File: src/rtl/core/crc8fpp_pkg.sv
// Shared types, constants and CRC-8 helper for the framed packet parser.
package crc8fpp_pkg;

   localparam logic [7:0] SYNC_FIRST  = 8'hAA;
   localparam logic [7:0] SYNC_SECOND = 8'h55;
   localparam logic [7:0] CRC_POLY    = 8'h07;
   localparam logic [7:0] CRC_TOPBIT  = 8'h80;
   localparam logic [7:0] FRAME_PLEN  = 8'd4;

   // Parser phases
   typedef enum logic [2:0] {
      PH_HUNT1   = 3'd0,
      PH_HUNT2   = 3'd1,
      PH_SEQ     = 3'd2,
      PH_TYPE    = 3'd3,
      PH_LEN     = 3'd4,
      PH_PAYLOAD = 3'd5,
      PH_CRC     = 3'd6
   } phase_type;

   // One result item
   typedef struct packed {
      logic              frame_status;
      logic [7:0]        sequence_res;
      logic signed [15:0] temperature_x100;
      logic [15:0]       distance_x10;
   } result_type;

   // CRC-8, poly 0x07, MSB first, one byte per call
   function automatic logic [7:0] crc8_feed(input logic [7:0] crc, input logic [7:0] data);
      logic [7:0] v;
      v = crc ^ data;
      for (int k = 0; k < 8; k++) begin
         if ((v & CRC_TOPBIT) != 8'd0) begin
            v = {v[6:0], 1'b0} ^ CRC_POLY;
         end else begin
            v = {v[6:0], 1'b0};
         end
      end
      return v;
   endfunction

endpackage

File: src/rtl/core/crc8_framed_packet_parser.sv
// Top level: byte-stream frame parser with CRC-8 check and result buffering.
//
// Usage:
//   req_* carries one received byte per item (req_rx_byte). The parser hunts
//   for 0xAA 0x55, then takes sequence, type, a length byte that must be 4,
//   four payload bytes and a CRC-8 byte (poly 0x07, init 0) over sequence
//   through last payload byte. A bad second sync or length returns to hunting.
//   On the CRC byte one item leaves on rsp_*: status (0 ok, 1 mismatch),
//   sequence, signed temperature and unsigned distance (little endian).
//   Throughput: one byte per cycle while req_ready is high. The CRC update
//   and phase step are done in the cycle the byte is accepted.
//   A result is shown the cycle after its CRC byte if no older one holds rsp_*.
//   Stall: results sit in a two-entry output buffer (head and skid). Bytes
//   keep being accepted while the head waits; req_ready drops only when both
//   entries are full, and rises again once rsp_ready drains the head.
//   Reset (synchronous, active high): parser back to hunting, CRC, sequence
//   and count cleared, output buffer emptied.
module crc8_framed_packet_parser (
   input  logic               clock,
   input  logic               reset,
   input  logic               req_valid,
   output logic               req_ready,
   input  logic [7:0]         req_rx_byte,
   output logic               rsp_valid,
   input  logic               rsp_ready,
   output logic               rsp_frame_status,
   output logic [7:0]         rsp_sequence_res,
   output logic signed [15:0] rsp_temperature_x100,
   output logic [15:0]        rsp_distance_x10
);
   import crc8fpp_pkg::*;

   phase_type  phase_ff, phase_in;
   logic [7:0] seq_ff, seq_in;
   logic [7:0] crc_ff, crc_in;
   logic [2:0] count_ff, count_in;
   logic [7:0] payload_ff [4];
   logic       pay_wr;

   result_type head_ff, head_in, skid_ff, skid_in, res;
   logic       head_valid_ff, head_valid_in, skid_valid_ff, skid_valid_in;
   logic       accept, emit, push, pop;

   assign req_ready = !skid_valid_ff;
   assign accept    = req_valid && req_ready;

   // Next phase
   always_comb begin
      phase_in = phase_ff;
      if (accept) begin
         unique case (phase_ff)
            PH_HUNT1:   if (req_rx_byte == SYNC_FIRST) phase_in = PH_HUNT2;
            PH_HUNT2:   phase_in = (req_rx_byte == SYNC_SECOND) ? PH_SEQ : PH_HUNT1;
            PH_SEQ:     phase_in = PH_TYPE;
            PH_TYPE:    phase_in = PH_LEN;
            PH_LEN:     phase_in = (req_rx_byte == FRAME_PLEN) ? PH_PAYLOAD : PH_HUNT1;
            PH_PAYLOAD: if ({5'd0, count_ff} + 8'd1 >= FRAME_PLEN) phase_in = PH_CRC;
            PH_CRC:     phase_in = PH_HUNT1;
            default:    phase_in = PH_HUNT1;
         endcase
      end
   end

   // Datapath updates and result assembly
   always_comb begin
      seq_in   = seq_ff;
      crc_in   = crc_ff;
      count_in = count_ff;
      pay_wr   = 1'b0;
      emit     = 1'b0;
      if (accept) begin
         unique case (phase_ff)
            PH_SEQ: begin
               seq_in = req_rx_byte;
               crc_in = crc8_feed(8'd0, req_rx_byte);
            end
            PH_TYPE: crc_in = crc8_feed(crc_ff, req_rx_byte);
            PH_LEN: begin
               if (req_rx_byte == FRAME_PLEN) begin
                  crc_in   = crc8_feed(crc_ff, req_rx_byte);
                  count_in = 3'd0;
               end
            end
            PH_PAYLOAD: begin
               pay_wr   = 1'b1;
               crc_in   = crc8_feed(crc_ff, req_rx_byte);
               count_in = count_ff + 3'd1;
            end
            PH_CRC:  emit = 1'b1;
            default: ;
         endcase
      end
      res.frame_status     = (req_rx_byte != crc_ff);
      res.sequence_res     = seq_ff;
      res.temperature_x100 = {payload_ff[1], payload_ff[0]};
      res.distance_x10     = {payload_ff[3], payload_ff[2]};
   end

   // Output buffer: head register plus skid entry
   assign push = emit;
   assign pop  = head_valid_ff && rsp_ready;

   always_comb begin
      head_in       = head_ff;
      skid_in       = skid_ff;
      head_valid_in = head_valid_ff;
      skid_valid_in = skid_valid_ff;
      if (pop) begin
         if (skid_valid_ff) begin
            head_in       = skid_ff;
            skid_in       = res;
            skid_valid_in = push;
         end else begin
            head_in       = res;
            head_valid_in = push;
         end
      end else if (push) begin
         if (!head_valid_ff) begin
            head_in       = res;
            head_valid_in = 1'b1;
         end else begin
            skid_in       = res;
            skid_valid_in = 1'b1;
         end
      end
   end

   // Control state
   always_ff @(posedge clock) begin
      if (reset) begin
         phase_ff      <= PH_HUNT1;
         seq_ff        <= 8'd0;
         crc_ff        <= 8'd0;
         count_ff      <= 3'd0;
         head_valid_ff <= 1'b0;
         skid_valid_ff <= 1'b0;
      end else begin
         phase_ff      <= phase_in;
         seq_ff        <= seq_in;
         crc_ff        <= crc_in;
         count_ff      <= count_in;
         head_valid_ff <= head_valid_in;
         skid_valid_ff <= skid_valid_in;
      end
   end

   // Payload registers, no reset
   always_ff @(posedge clock) begin
      head_ff <= head_in;
      skid_ff <= skid_in;
      if (pay_wr) begin
         payload_ff[count_ff[1:0]] <= req_rx_byte;
      end
   end

   assign rsp_valid            = head_valid_ff;
   assign rsp_frame_status     = head_ff.frame_status;
   assign rsp_sequence_res     = head_ff.sequence_res;
   assign rsp_temperature_x100 = head_ff.temperature_x100;
   assign rsp_distance_x10     = head_ff.distance_x10;

endmodule

File: config.mk
export PLATFORM = sky130hd
export DESIGN_NAME = crc8_framed_packet_parser
export DESIGN_NICKNAME = d
export VERILOG_FILES = /design/src/rtl/core/crc8fpp_pkg.sv /design/src/rtl/core/crc8_framed_packet_parser.sv
export SDC_FILE = /design/constraint.sdc
export NUM_CORES = 1
export LEC_CHECK = 0
export ABC_CLOCK_PERIOD_IN_PS = 6000
export CORE_MARGIN = 4
export CORE_UTILIZATION = 30
export CTS_BUF_LIST = sky130_fd_sc_hd__clkbuf_4
export CTS_CLUSTER_SIZE = 28
export DETAILED_ROUTE_END_ITERATION = 6
export DONT_BUFFER_PORTS = 1
export GPL_TIMING_DRIVEN = 0
export SLEW_MARGIN = 10
export SYNTH_ARGS = -nofsm -noshare
export SYNTH_HDL_FRONTEND = slang
export SYNTH_SLANG_ARGS = --single-unit
File: constraint.sdc
create_clock -name clock -period 6 [get_ports clock]
set_input_delay 0.3 -clock clock [delete_from_list [all_inputs] [get_ports clock]]
set_output_delay 0.3 -clock clock [all_outputs]
set_load 0.02 [all_outputs]
Word-level counts from Yosys, hierarchy flattened
Memories as Yosys holds them, arrays and structs flattened.
Index checks and enable logic that the tools add are counted.
Widths: inputs -> output; s select.
- reduce and logical (&&, ||, !) cells: 16
- equality and inequality tests: 16
- order comparisons: 1
- bitwise logic cells: 31
- muxes and demuxes: 123
- add/subtract/negate cells: 2
- operator list (operator ; count):
    $mux 8 ; 64
    $mux 41 ; 8
    $mux 3 ; 34
    $not 3->3 ; 30
    $pmux 8 s4 ; 1
    $pmux 3 s6 ; 1
    $mux 1 ; 13
    $reduce_and 3->1 ; 4
    $ne 2x2->1 const B ; 5
    $eq 3x3->1 const B ; 3
    $eq 8x3->1 const B ; 1
    $eq 8x7->1 const B ; 1
    $eq 8x8->1 const B ; 1
    $ne 8x8->1 ; 1
    $reduce_and 2->1 ; 4
    $xor 8x8->8 ; 1
    $eq 3x2->1 const B ; 2
    $pmux 3 s2 ; 1
    $reduce_bool 2->1 ; 3
    $add 3x1->4 const B ; 1
    $ge 4x3->1 const B ; 1
    $reduce_bool 4->1 ; 1
    $add 3x1->3 const B ; 1
    $eq 3x1->1 const B ; 1
    other kinds (5) ; 6
- input bits: 12
- memories kept: 1
- register bits after elaboration: 106
- logic and storage cells: 204
- bits in writable memories: 32
- memories (name ; depth ; width ; read ports ; clocked after memory_dff ; write ports ; line ; source):
    payload_ff ; 4 ; 8 ; 4 ; 0 ; 1 ; crc8_framed_packet_parser.sv:37 ; logic [7:0] payload_ff [4];

Longest topological paths before layout
Gate-level depths: netlist (run 1).
- word-level depth: 40
- gate-level depth with buffers: 10
- gate-level depth less buffers: 8

Least setup slack after synthesis (run 1)
OpenSTA, ideal clock, no wires.
- kind: reg2reg
- start point: register skid_valid_ff
- end point: register head_ff (netlist bit rsp_distance_x10[0]) (enable)
- setup slack: 1.801 ns
- required time: 5.504 ns
- data arrival time: 3.702 ns
- buffers on the path: 0
- stages on the path, launching flop included: 4
- path through: dfxtp_1 -> nor2b_1 -> nand4b_1 -> o21ai_0
- word-level cells in the longest chain between the ends: 5
- RTL lines (item ; line ; source):
    start, declared ; crc8_framed_packet_parser.sv:41 ; logic head_valid_ff, head_valid_in, skid_valid_ff, skid_valid_in;
    start signal, assigned ; crc8_framed_packet_parser.sv:143 ; skid_valid_ff <= skid_valid_in;
    $logic_not 1->1 ; crc8_framed_packet_parser.sv:44 ; assign req_ready = !skid_valid_ff;
    $logic_and 1x1->1 ; crc8_framed_packet_parser.sv:45 ; assign accept = req_valid && req_ready;
    $mux 1 ; crc8_framed_packet_parser.sv:71 ; if (accept) begin
    $reduce_bool 2->1 (no source line) ; -- ;
    $reduce_and 2->1 (no source line) ; -- ;
    end signal, assigned ; crc8_framed_packet_parser.sv:149 ; head_ff <= head_in;
    end, declared ; crc8_framed_packet_parser.sv:40 ; result_type head_ff, head_in, skid_ff, skid_in, res;
Every way passes these cells.
A chain may end at the register's enable or synchronous reset.

Final worst setup path (run 1)
- start point: register skid_valid_ff
- end point: register skid_ff[30] in the netlist's numbering (enable)
- word-level cells in the longest chain between the ends: 5
- RTL lines (item ; line ; source):
    $logic_not 1->1 ; crc8_framed_packet_parser.sv:44 ;
    $logic_and 1x1->1 ; crc8_framed_packet_parser.sv:45 ;
    $mux 1 ; crc8_framed_packet_parser.sv:71 ;
    $reduce_bool 2->1 (no source line) ; -- ;
    $reduce_and 3->1 (no source line) * ; -- ;
    end signal, assigned ; crc8_framed_packet_parser.sv:150 ; skid_ff <= skid_in;
    end, declared ; crc8_framed_packet_parser.sv:40 ;
Every way passes the cells marked *; elsewhere a longest branch is shown, timed or not.

==> flow_metrics.tcl, run 1 <==
set metrics [dict create \
    status "finished clean" \
    syn_inst 380 \
    path_max_fanout 22 \
    coreArea_um2 18300 \
    worst-path-stages 5 \
    detailedRoute.firstIterationViolations 164 \
    cts_setup_buffers 0 \
    cts_buffer_depth 2 \
    slowest_stage "and2_2" \
    drive_above_1_share_pct 19.5 \
    async_flop_share_pct 0 \
    synth_common_cells "edfxtp_1, mux2_2, nor2_1" \
    cap_viol_max_count 0 \
    finClkSkew_ns 0.0177 \
    power.share.switching_pct 21.2 \
    filler_cell_count 1772 \
    ctsHtreeMaxLevel 4 \
    seqPwrFrac_pct 60.6 \
    vdd_ir_drop_max_uv 107 \
    die_h_um 145 \
    fin_ws_ns 3.55 \
    grt.total_usage_pct 11.3 \
    antenna_found_initial 1 \
    synth.distinct_cells 36 \
    synth-edff-count 114 \
    synth_area_um2 5660 \
    grt_pass1_wl_um 17900 \
    routedWlPerCell_um 17.7 \
    crit_path_start_kind "register" \
    rr_worst_depth 5 \
    power_switching_uw 358 \
    synth-main-ff-cell "edfxtp_1" \
    synth_top_area_share_pct 60.5 \
    max_freq_mhz 407 \
    final.min_clock_period_ns 2.45 \
    place_ws_ns 3.52 \
    setup_viol 0 \
    dpl.cell_count 611 \
    cts_made_buffers 17 \
    endpoint_kind "register" \
    ios 55 \
    cts-hold-fix-buffers 11 \
    synth-seq-cells 138 \
    post-synth-top-count-cell "edfxtp_1" \
    rows 49 \
    critPathBufInv 1 \
    place_congestion 0.795 \
    vias 3037 \
    clock-sinks 138 \
    overflow 0 \
    crit_chain "nor2b_1 -> nand4b_1 -> o21ai_0 -> and2_2 -> buf_16" \
    internal-power_uw 1330 \
    hold_violations 0 \
    max_stage_delay_ns 0.57 \
    slew_headroom_pct 53.1 \
    dpl.hpwl_um 7560 \
    tns_ns 0 \
    grt_pass1_vias 3115 \
    holdPathStages 4 \
    dieWidth_um 145 \
    drc 0 \
    viasPerCell 4.64 \
    leakagePower_uw 0.00217 \
    drv_slew 0 \
    clkPwrFrac_pct 35.9 \
    cts-resized-gates 0 \
    post_synth.cell_area_avg_um2 14.9 \
    synth_area_leaders "edfxtp_1, dfxtp_1, mux2_2" \
    cp_top_family "simple AND/OR/NAND/NOR gates" \
    firstDrtPassIters 4 \
    ys_seq_area_share_pct 69.0 \
    crit_type "reg -> reg" \
    grt_max_degree 27 \
    fin_nets 439 \
    clk_latency_ns 0.53 \
    syn-num-nets 407 \
    period_share_pct 40.9 \
    dieArea_um2 21100 \
    start_util_pct 31.0 \
    cts-root-buf "clkbuf_4" \
    synth.largest_area_cell "edfxtp_1" \
    io_buffers 0 \
    rsz0062_at_grt "no" \
    cts.clk_slew.worst_paths_ns 0.12 \
    critPathArrivalTime_ns 2.68 \
    comb_power_share_pct 3.5 \
    layout.cells.non_filler 655 \
    cp.required_ns 6.23 \
    cts_tree "built" \
    tightest_slew_ns 0.703 \
    hold_path.class "in -> reg" \
    synth_warnings 0 \
    power_density_nw_per_um2 264 \
    ant_nets 0 \
    wl_um 11600 \
    syn_to_final_growth_pct 13.1 \
]
==> flip-flops by register name, summed over array words and instances (netlist names) <==
register and flops:
rsp_sequence_res 8, skid_ff 41, seq_ff 8, skid_valid_ff 1, payload_ff 32, rsp_valid 1
rsp_temperature_x100 16, count_ff 3, crc_ff 8, phase_ff 3, rsp_distance_x10 16, rsp_frame_status 1
==> path summary, 6_finish.rpt <==
kind,start,end,slack (ns)
worst max register to register,skid_valid_ff$_SDFFE_PP0P_,skid_ff[30]$_DFFE_PP_,3.55
worst min-delay path,req_rx_byte[7],seq_ff[7]$_SDFFE_PP0P_,0.08
worst max-delay path,skid_valid_ff$_SDFFE_PP0P_,skid_ff[30]$_DFFE_PP_,3.55
worst min register to register,payload_ff[3][1]$_DFFE_PP_,skid_ff[9]$_DFFE_PP_,0.46
==> cells by family after synthesis <==
group                    after synthesis  synth area share (%)
AO/OA/AOI/OAI                         46                  5.09
XOR/XNOR                              31                  5.06
adder cells (fa/ha/maj)               15                  3.32
buffers and inverters                 27                  2.10
flip-flops                           138                  69.0
multiplexers                          46                  9.04
AND/OR/NAND/NOR                       77                  6.41
==> power groups by stage <==
stage                     clock network (µW)  logic, µW  registers [µW]
after detailed placement                   0       45.8            1050
after floorplan                            0       37.4            1050
after CTS                                636       59.2            1020
after global routing                     671       64.5            1020
after global placement                     0       44.2            1050
final                                    606       58.7            1020
==> placed cells by master, fill, tap and decap left out, types with 11 or more instances in the layout <==
master and n:
dlygate4sd3_1 11, mux2_2 41, inv_1 13, edfxtp_1 114
ha_1 15, o21ai_0 13, a21oi_1 13, xnor2_1 24
nand2_1 12, nor2_1 34, clkbuf_4 17, dfxtp_1 24
==> layout make-up <==
class                           instances  area [µm²]  share of cell area, %
Antenna cell                            1        2.50                 0.0391
Timing Repair Buffer                   13         158                   2.46
Inverter                               13        48.8                  0.762
Multi-Input combinational cell        215        1650                   25.8
Clock buffer                           17         128                   1.99
Buffer                                 14        70.1                   1.09
Clock inverter                         15         156                   2.44
Sequential cell                       138        3900                   61.0
Tap cell                              229         287                   4.48
==> per-stage QoR <==
stage / power [µW] / hold slack (ns) / utilization, % / area (µm²)
3_3_place_gp: 1090 / 0.381 / 32.5 / 5950
3_5_place_dp: 1090 / 0.383 / 32.9 / 6010
2_1_floorplan: 1080 / 0.378 / - / 5660
5_1_grt: 1760 / 0.0647 / 35.0 / 6400
4_1_cts: 1720 / 0.00534 / 35.0 / 6400
6_report: 1690 / 0.0812 / 35.0 / 6400
==> worst min-delay path, delay by kind of cell <==
kind                   cells  cell delay (ns)
AND/OR/NAND/NOR            2             0.18
AO/OA/AOI/OAI              1             0.05
buffers and inverters      1             0.04
==> routing by layer <==
metal	routed length (µm)	global-route usage [%]	up-vias	share of wire, %
met2	5470	17.5	81	47
met1	5170	14.1	1484	44
met3	752	4.08	18	6.5
li1	-	-	1454	-
met4	229	5.32	0	2.0
met5	0	0	-	0
No activity file was read; power rests on OpenSTA's default activity.
==> run 2: changes to the inputs <==
- ABC_AREA: unset -> 1
- ABC_CLOCK_PERIOD_IN_PS: 6000 -> 2400
- clock period: 6 -> 2.4 ns (I/O delays scaled with it)
==> run 2 against run 1 <==
Final cell count is 9.5% higher. Via count is 10% higher. Sequential cell count stayed put. Power grew to 3.5 times the previous value. Count of clock-buffer cells in the layout is 6 higher. Critical endpoint is now rsp_sequence_res[5]$_DFFE_PP_. Largest power group unchanged.
==> flow_metrics.tcl, run 2 <==
set metrics [dict create \
    status "finished clean" \
    detailedRoute.firstIterationViolations 281 \
    endpoint_kind "register" \
    rows 50 \
    cpMostUsedCell "nand2_1" \
    die_h_um 147 \
    final_common_cell "edfxtp_1" \
    start_util_pct 30.7 \
    hold_end "crc_ff[0]$_SDFFE_PP0P_" \
    io_buffers 0 \
    synth.largest_area_cell "edfxtp_1" \
    syn_inst 434 \
    holdPathStages 7 \
    routedWlPerCell_um 17.8 \
    synth.distinct_cells 34 \
    ios 55 \
    cts_made_buffers 17 \
    clk_latency_ns 0.55 \
    largest_reg_flops 41 \
    grt_max_degree 26 \
    synth_top_area_share_pct 59.4 \
    holdWs_ns 0.0843 \
    rr_worst_depth 5 \
    ys_seq_area_share_pct 67.8 \
    synth-edff-count 114 \
    dieArea_um2 21500 \
    synth_warnings 0 \
    slew_headroom_pct 44.3 \
    critPathArrivalTime_ns 2.54 \
    path_max_fanout 10 \
    syn-num-nets 461 \
    grt_pass1_vias 3397 \
    synth_area_leaders "edfxtp_1, dfxtp_1, mux2_2" \
    final_cell_mix "edfxtp_1, nand2_1, inv_1" \
    drive_above_1_share_pct 20.3 \
    setup_viol 0 \
    coreArea_um2 18800 \
    hold_violations 0 \
    dieWidth_um 147 \
    syn_to_final_growth_pct 14.6 \
    ant_nets 0 \
    seqCellArea_um2 3900 \
    cts_buffer_depth 2 \
    regToRegSetupSlack_ns 0.13 \
    max_stage_delay_ns 0.69 \
    hold_path.class "in -> reg" \
    fin_nets 497 \
    leakagePower_uw 0.00241 \
    rsz0062_at_grt "no" \
    top_register "skid_ff" \
    firstDrtPassIters 5 \
    synth_common_cells "edfxtp_1, nand2_1, inv_1" \
    vias 3340 \
    vdd_ir_drop_max_uv 328 \
    grt.total_usage_pct 11.9 \
    cp.required_ns 2.68 \
    layout.cells.non_filler 717 \
    post_synth.cell_area_avg_um2 13.3 \
    slowest_stage "dfxtp_1" \
    viasPerCell 4.66 \
    r2r-end "rsp_sequence_res[5]$_DFFE_PP_" \
    power.total_uw 5880 \
    finClkSkew_ns 0.0220 \
    multiInputGateArea_um2 1710 \
    place_area_um2 6120 \
    dpl.hpwl_um 8100 \
    crit_chain "nand2_1 -> inv_1 -> nand2_1 -> buf_2 -> mux2_1" \
    drv_slew 0 \
    synth_area_um2 5760 \
    wl_um 12800 \
    final.min_clock_period_ns 2.27 \
    fin_area_um2 6600 \
    timing.rr.start "rsp_valid$_SDFFE_PP0P_" \
    synth-main-ff-cell "edfxtp_1" \
    diodes 0 \
    period_share_pct 94.4 \
    clock-sinks 138 \
    antenna_found_initial 0 \
    cts-root-buf "clkbuf_4" \
    crit_path_start_kind "register" \
    overflow 0 \
    grt_pass1_wl_um 19300 \
    post-synth-top-count-cell "edfxtp_1" \
    power_density_nw_per_um2 891 \
    async_flop_share_pct 0 \
    cts_tree "built" \
    max_freq_mhz 441 \
    cts.clk_slew.worst_paths_ns 0.13 \
    synth-seq-cells 138 \
    filler_cell_count 1837 \
    ctsHtreeMaxLevel 4 \
    min_from "req_rx_byte[6]" \
    cap_viol_max_count 0 \
    drc 0 \
    dpl.cell_count 670 \
    crit_type "reg -> reg" \
    tightest_slew_ns 0.832 \
    place_congestion 0.778 \
]
run 2: changes by cell type in the layout (fill, tap and decap cells not counted), sizes merged, moves of 7 or more:
cell,previous run,this run
nand3,7,14
nand2,12,74
and2,8,0
clkinv,11,4
inv,14,39
nor2,34,25
a21oi,13,26
o21ai,14,27
xnor2,24,7
run 2: what timing repair did:
item,4_1_cts,5_1_grt
hold buffers,11,0
endpoints found under the setup margin,46,22
setup buffers,3,0
pin swaps,0,1
hold endpoints to repair,53,0
cloned,0,1
gates resized for setup,2,4
run 2: cell type report:
class / instances / area share (%)
Sequential cell: 138 / 59.1
Multi-Input combinational cell: 252 / 25.9
Tap cell: 234 / 4.44
Timing Repair Buffer: 16 / 2.84
Clock buffer: 23 / 2.62
Clock inverter: 9 / 2.24
Inverter: 38 / 2.24
Buffer: 7 / 0.588
run 2: worst max-delay path by stage:
stage,from,end,depth (start not counted)
detailed placement,skid_valid_ff$_SDFFE_PP0P_,rsp_distance_x10[4]$_DFFE_PP_,8
finish,rsp_valid$_SDFFE_PP0P_,rsp_sequence_res[5]$_DFFE_PP_,5
global placement,skid_valid_ff$_SDFFE_PP0P_,skid_ff[30]$_DFFE_PP_,7
CTS,req_rx_byte[6],crc_ff[4]$_SDFFE_PP0P_,10
global route,rsp_valid$_SDFFE_PP0P_,rsp_sequence_res[5]$_DFFE_PP_,5
floorplan,skid_valid_ff$_SDFFE_PP0P_,skid_ff[0]$_DFFE_PP_,7
run 2: kinds of logic (layout without fill, tap and decap cells):
kind of cell	after synthesis	after routing	synth area share, %
flip-flops	138	138	67.8
XOR/XNOR	16	16	2.95
adder cells (fa/ha/maj)	15	15	3.26
multiplexers	41	41	8.01
buffers and inverters	45	93	3.24
AO/OA/AOI/OAI	58	59	5.52
AND/OR/NAND/NOR	121	121	9.25
run 2: per-layer routing:
| metal | up-vias | routed length (µm) | global-route usage [%] |
|---|---|---|---|
| li1 | 1617 | - | - |
| met1 | 1617 | 5830 | 14.8 |
| met2 | 91 | 5840 | 18.7 |
| met3 | 15 | 927 | 4.59 |
| met4 | 0 | 198 | 4.80 |
| met5 | - | 0 | 0 |
run 2: worst max-delay path, delay by kind of cell (launching register included):
kind	cells	cell delay, ns
flops	1	0.69
simple gates	2	0.54
buf+inv	2	0.43
mux	1	0.36
run 2: per-stage QoR:
stage	TNS [ns]	setup WS (ns)	utilization (%)
finish	0	0.134	35.2
global route	0	0.0147	35.2
global placement	-23.87	-0.337	32.4
CTS	0	0.00611	35.1
detailed placement	-3.05	-0.0863	32.6
floorplan	0	0.333	-
run 2: report_power, final:
| part | internal, µW | switching, µW |
|---|---|---|
| Clock | 893 | 808 |
| Combinational | 448 | 821 |
| Sequential | 2740 | 167 |
==> run 3: changes to the inputs <==
- ABC_AREA: 1 -> unset
==> run 3 against run 2 <==
Sequential share of layout area is 1.7 points higher. Wire length shrank 6.2%. Fmax fell by 0.29%. Critical path depth rose by 4. Setup slack got worse by 0.0067 ns. Cell area decreased by 2.7%. Highest routed layer unchanged.
==> flow_metrics.tcl, run 3 (synthesis gave the netlist of run 1 again) <==
set metrics [dict create \
    rows 49 \
    period_share_pct 94.7 \
    holdWs_ns 0.0613 \
    seqCellArea_um2 3900 \
    antenna_found_initial 0 \
    routedWlPerCell_um 18.2 \
    viasPerCell 4.67 \
    ant_nets 0 \
    grt_pass1_vias 3143 \
    io_buffers 0 \
    clk_latency_ns 0.53 \
    power_density_nw_per_um2 649 \
    cp.required_ns 2.83 \
    crit_type "in -> reg" \
    path_max_fanout 10 \
    cts_made_buffers 17 \
    grt_pass1_wl_um 18800 \
    ctsHtreeMaxLevel 4 \
    grt.total_usage_pct 11.9 \
    start_util_pct 31.0 \
    place_congestion 0.785 \
    overflow 0 \
    cts.clk_slew.worst_paths_ns 0.12 \
    vdd_ir_drop_max_uv 207 \
    dieArea_um2 21100 \
    dieWidth_um 145 \
    power.total_uw 4170 \
    cts-root-buf "clkbuf_4" \
    firstDrtPassIters 4 \
    final_common_cell "edfxtp_1" \
    ios 55 \
    filler_cell_count 1778 \
    final.min_clock_period_ns 2.27 \
    drc 0 \
    syn_to_final_growth_pct 13.4 \
    cts_tree "built" \
    drv_slew 0 \
    cap_viol_max_count 0 \
    vias 3071 \
    clock-sinks 138 \
    top_register "skid_ff" \
    rsz0062_at_grt "no" \
    tightest_slew_ns 0.803 \
    status "finished clean" \
    diodes 0 \
    slew_headroom_pct 46.4 \
    grt_max_degree 29 \
    hold_path.class "in -> reg" \
    coreArea_um2 18300 \
    die_h_um 145 \
    dpl.hpwl_um 7560 \
    fin_nets 443 \
    final_cell_mix "edfxtp_1, mux2_2, nor2_1" \
    crit_path_start_kind "input port" \
    cts_buffer_depth 2 \
    wl_um 12000 \
    hold_violations 0 \
    endpoint_kind "register" \
    setup_viol 0 \
    largest_reg_flops 41 \
    drive_above_1_share_pct 20.5 \
    critPathArrivalTime_ns 2.70 \
    final_core_util_pct 35.1 \
    detailedRoute.firstIterationViolations 214 \
    max_freq_mhz 440 \
    leakagePower_uw 0.00217 \
    multiInputGateArea_um2 1660 \
    finClkSkew_ns 0.0207 \
]
[run 3: cell count changes in the layout (fill, tap and decap cells not counted), moves of 5 or more]
| cell | previous run | this run |
|---|---|---|
| xnor2_1 | 3 | 24 |
| inv_2 | 8 | 0 |
| inv_1 | 28 | 13 |
| nand3_1 | 13 | 7 |
| mux2_2 | 23 | 41 |
| a211oi_1 | 2 | 7 |
| nand2_1 | 69 | 12 |
| mux2_1 | 18 | 0 |
| and2_1 | 0 | 7 |
| a21oi_1 | 23 | 13 |
| mux2i_1 | 0 | 5 |
| o21ai_1 | 8 | 0 |
| nor2_1 | 19 | 34 |
[run 3: metal layers]
| metal | vias up | GRT usage [%] | wire length (µm) |
|---|---|---|---|
| li1 | 1472 | - | - |
| met1 | 1519 | 15.3 | 5560 |
| met2 | 73 | 18.2 | 5570 |
| met3 | 7 | 4.89 | 709 |
| met4 | 0 | 3.80 | 149 |
| met5 | - | 0 | 0 |
[run 3: timing repair]
item	4_1_cts	5_1_grt
endpoints found under the setup margin	48	0
endpoints found under the hold margin	55	0
setup buffers	2	0
resized for setup	1	0
hold buffers	12	0
[run 3: cell type report]
cell class,instances,area share [%]
Sequential cell,138,60.8
Inverter,13,0.760
Multi-Input combinational cell,216,25.8
Buffer,14,1.09
Clock buffer,22,2.57
Timing Repair Buffer,16,2.85
Tap cell,229,4.46
Clock inverter,10,1.60
[run 3: per-stage QoR]
step | setup slack, ns | std cells | setup TNS (ns) | instance area [µm²]
global route | 0.0791 | 658 | 0 | 6420
detailed placement | -0.0973 | 611 | -2.20 | 6010
global placement | -0.845 | 609 | -67.64 | 5950
finish | 0.127 | 658 | 0 | 6420
CTS | 0.177 | 658 | 0 | 6420
floorplan | 0.0439 | 380 | 0 | 5660
[run 3: power by group]
group / internal (µW) / switching (µW) / leakage, µW
clock network: 662 / 791 / 0.000149
registers: 2560 / 0.0223 / 0.00123
logic: 63.8 / 89.7 / 0.000799
[run 3: worst paths after layout]
| check | start | endpoint | slack, ns | cells past startpoint |
|---|---|---|---|---|
| max | req_rx_byte[7] | crc_ff[4]$_SDFFE_PP0P_ | 0.13 | 9 |
| min | req_rx_byte[6] | skid_ff[40]$_DFFE_PP_ | 0.06 | 3 |
| max reg2reg | skid_valid_ff$_SDFFE_PP0P_ | skid_ff[18]$_DFFE_PP_ | 0.22 | 6 |
| min reg2reg | payload_ff[3][4]$_DFFE_PP_ | skid_ff[12]$_DFFE_PP_ | 0.45 | 0 |
[run 3: worst max-delay path, stage by stage]
cell and delay (ns):
dlygate4sd3_1 0.92, inv_1 0.17, ha_1 0.24, a41oi_1 0.32, o21ai_0 0.17, and2_1 0.18, buf_2 0.15, buf_4 0.18
a32o_1 0.25
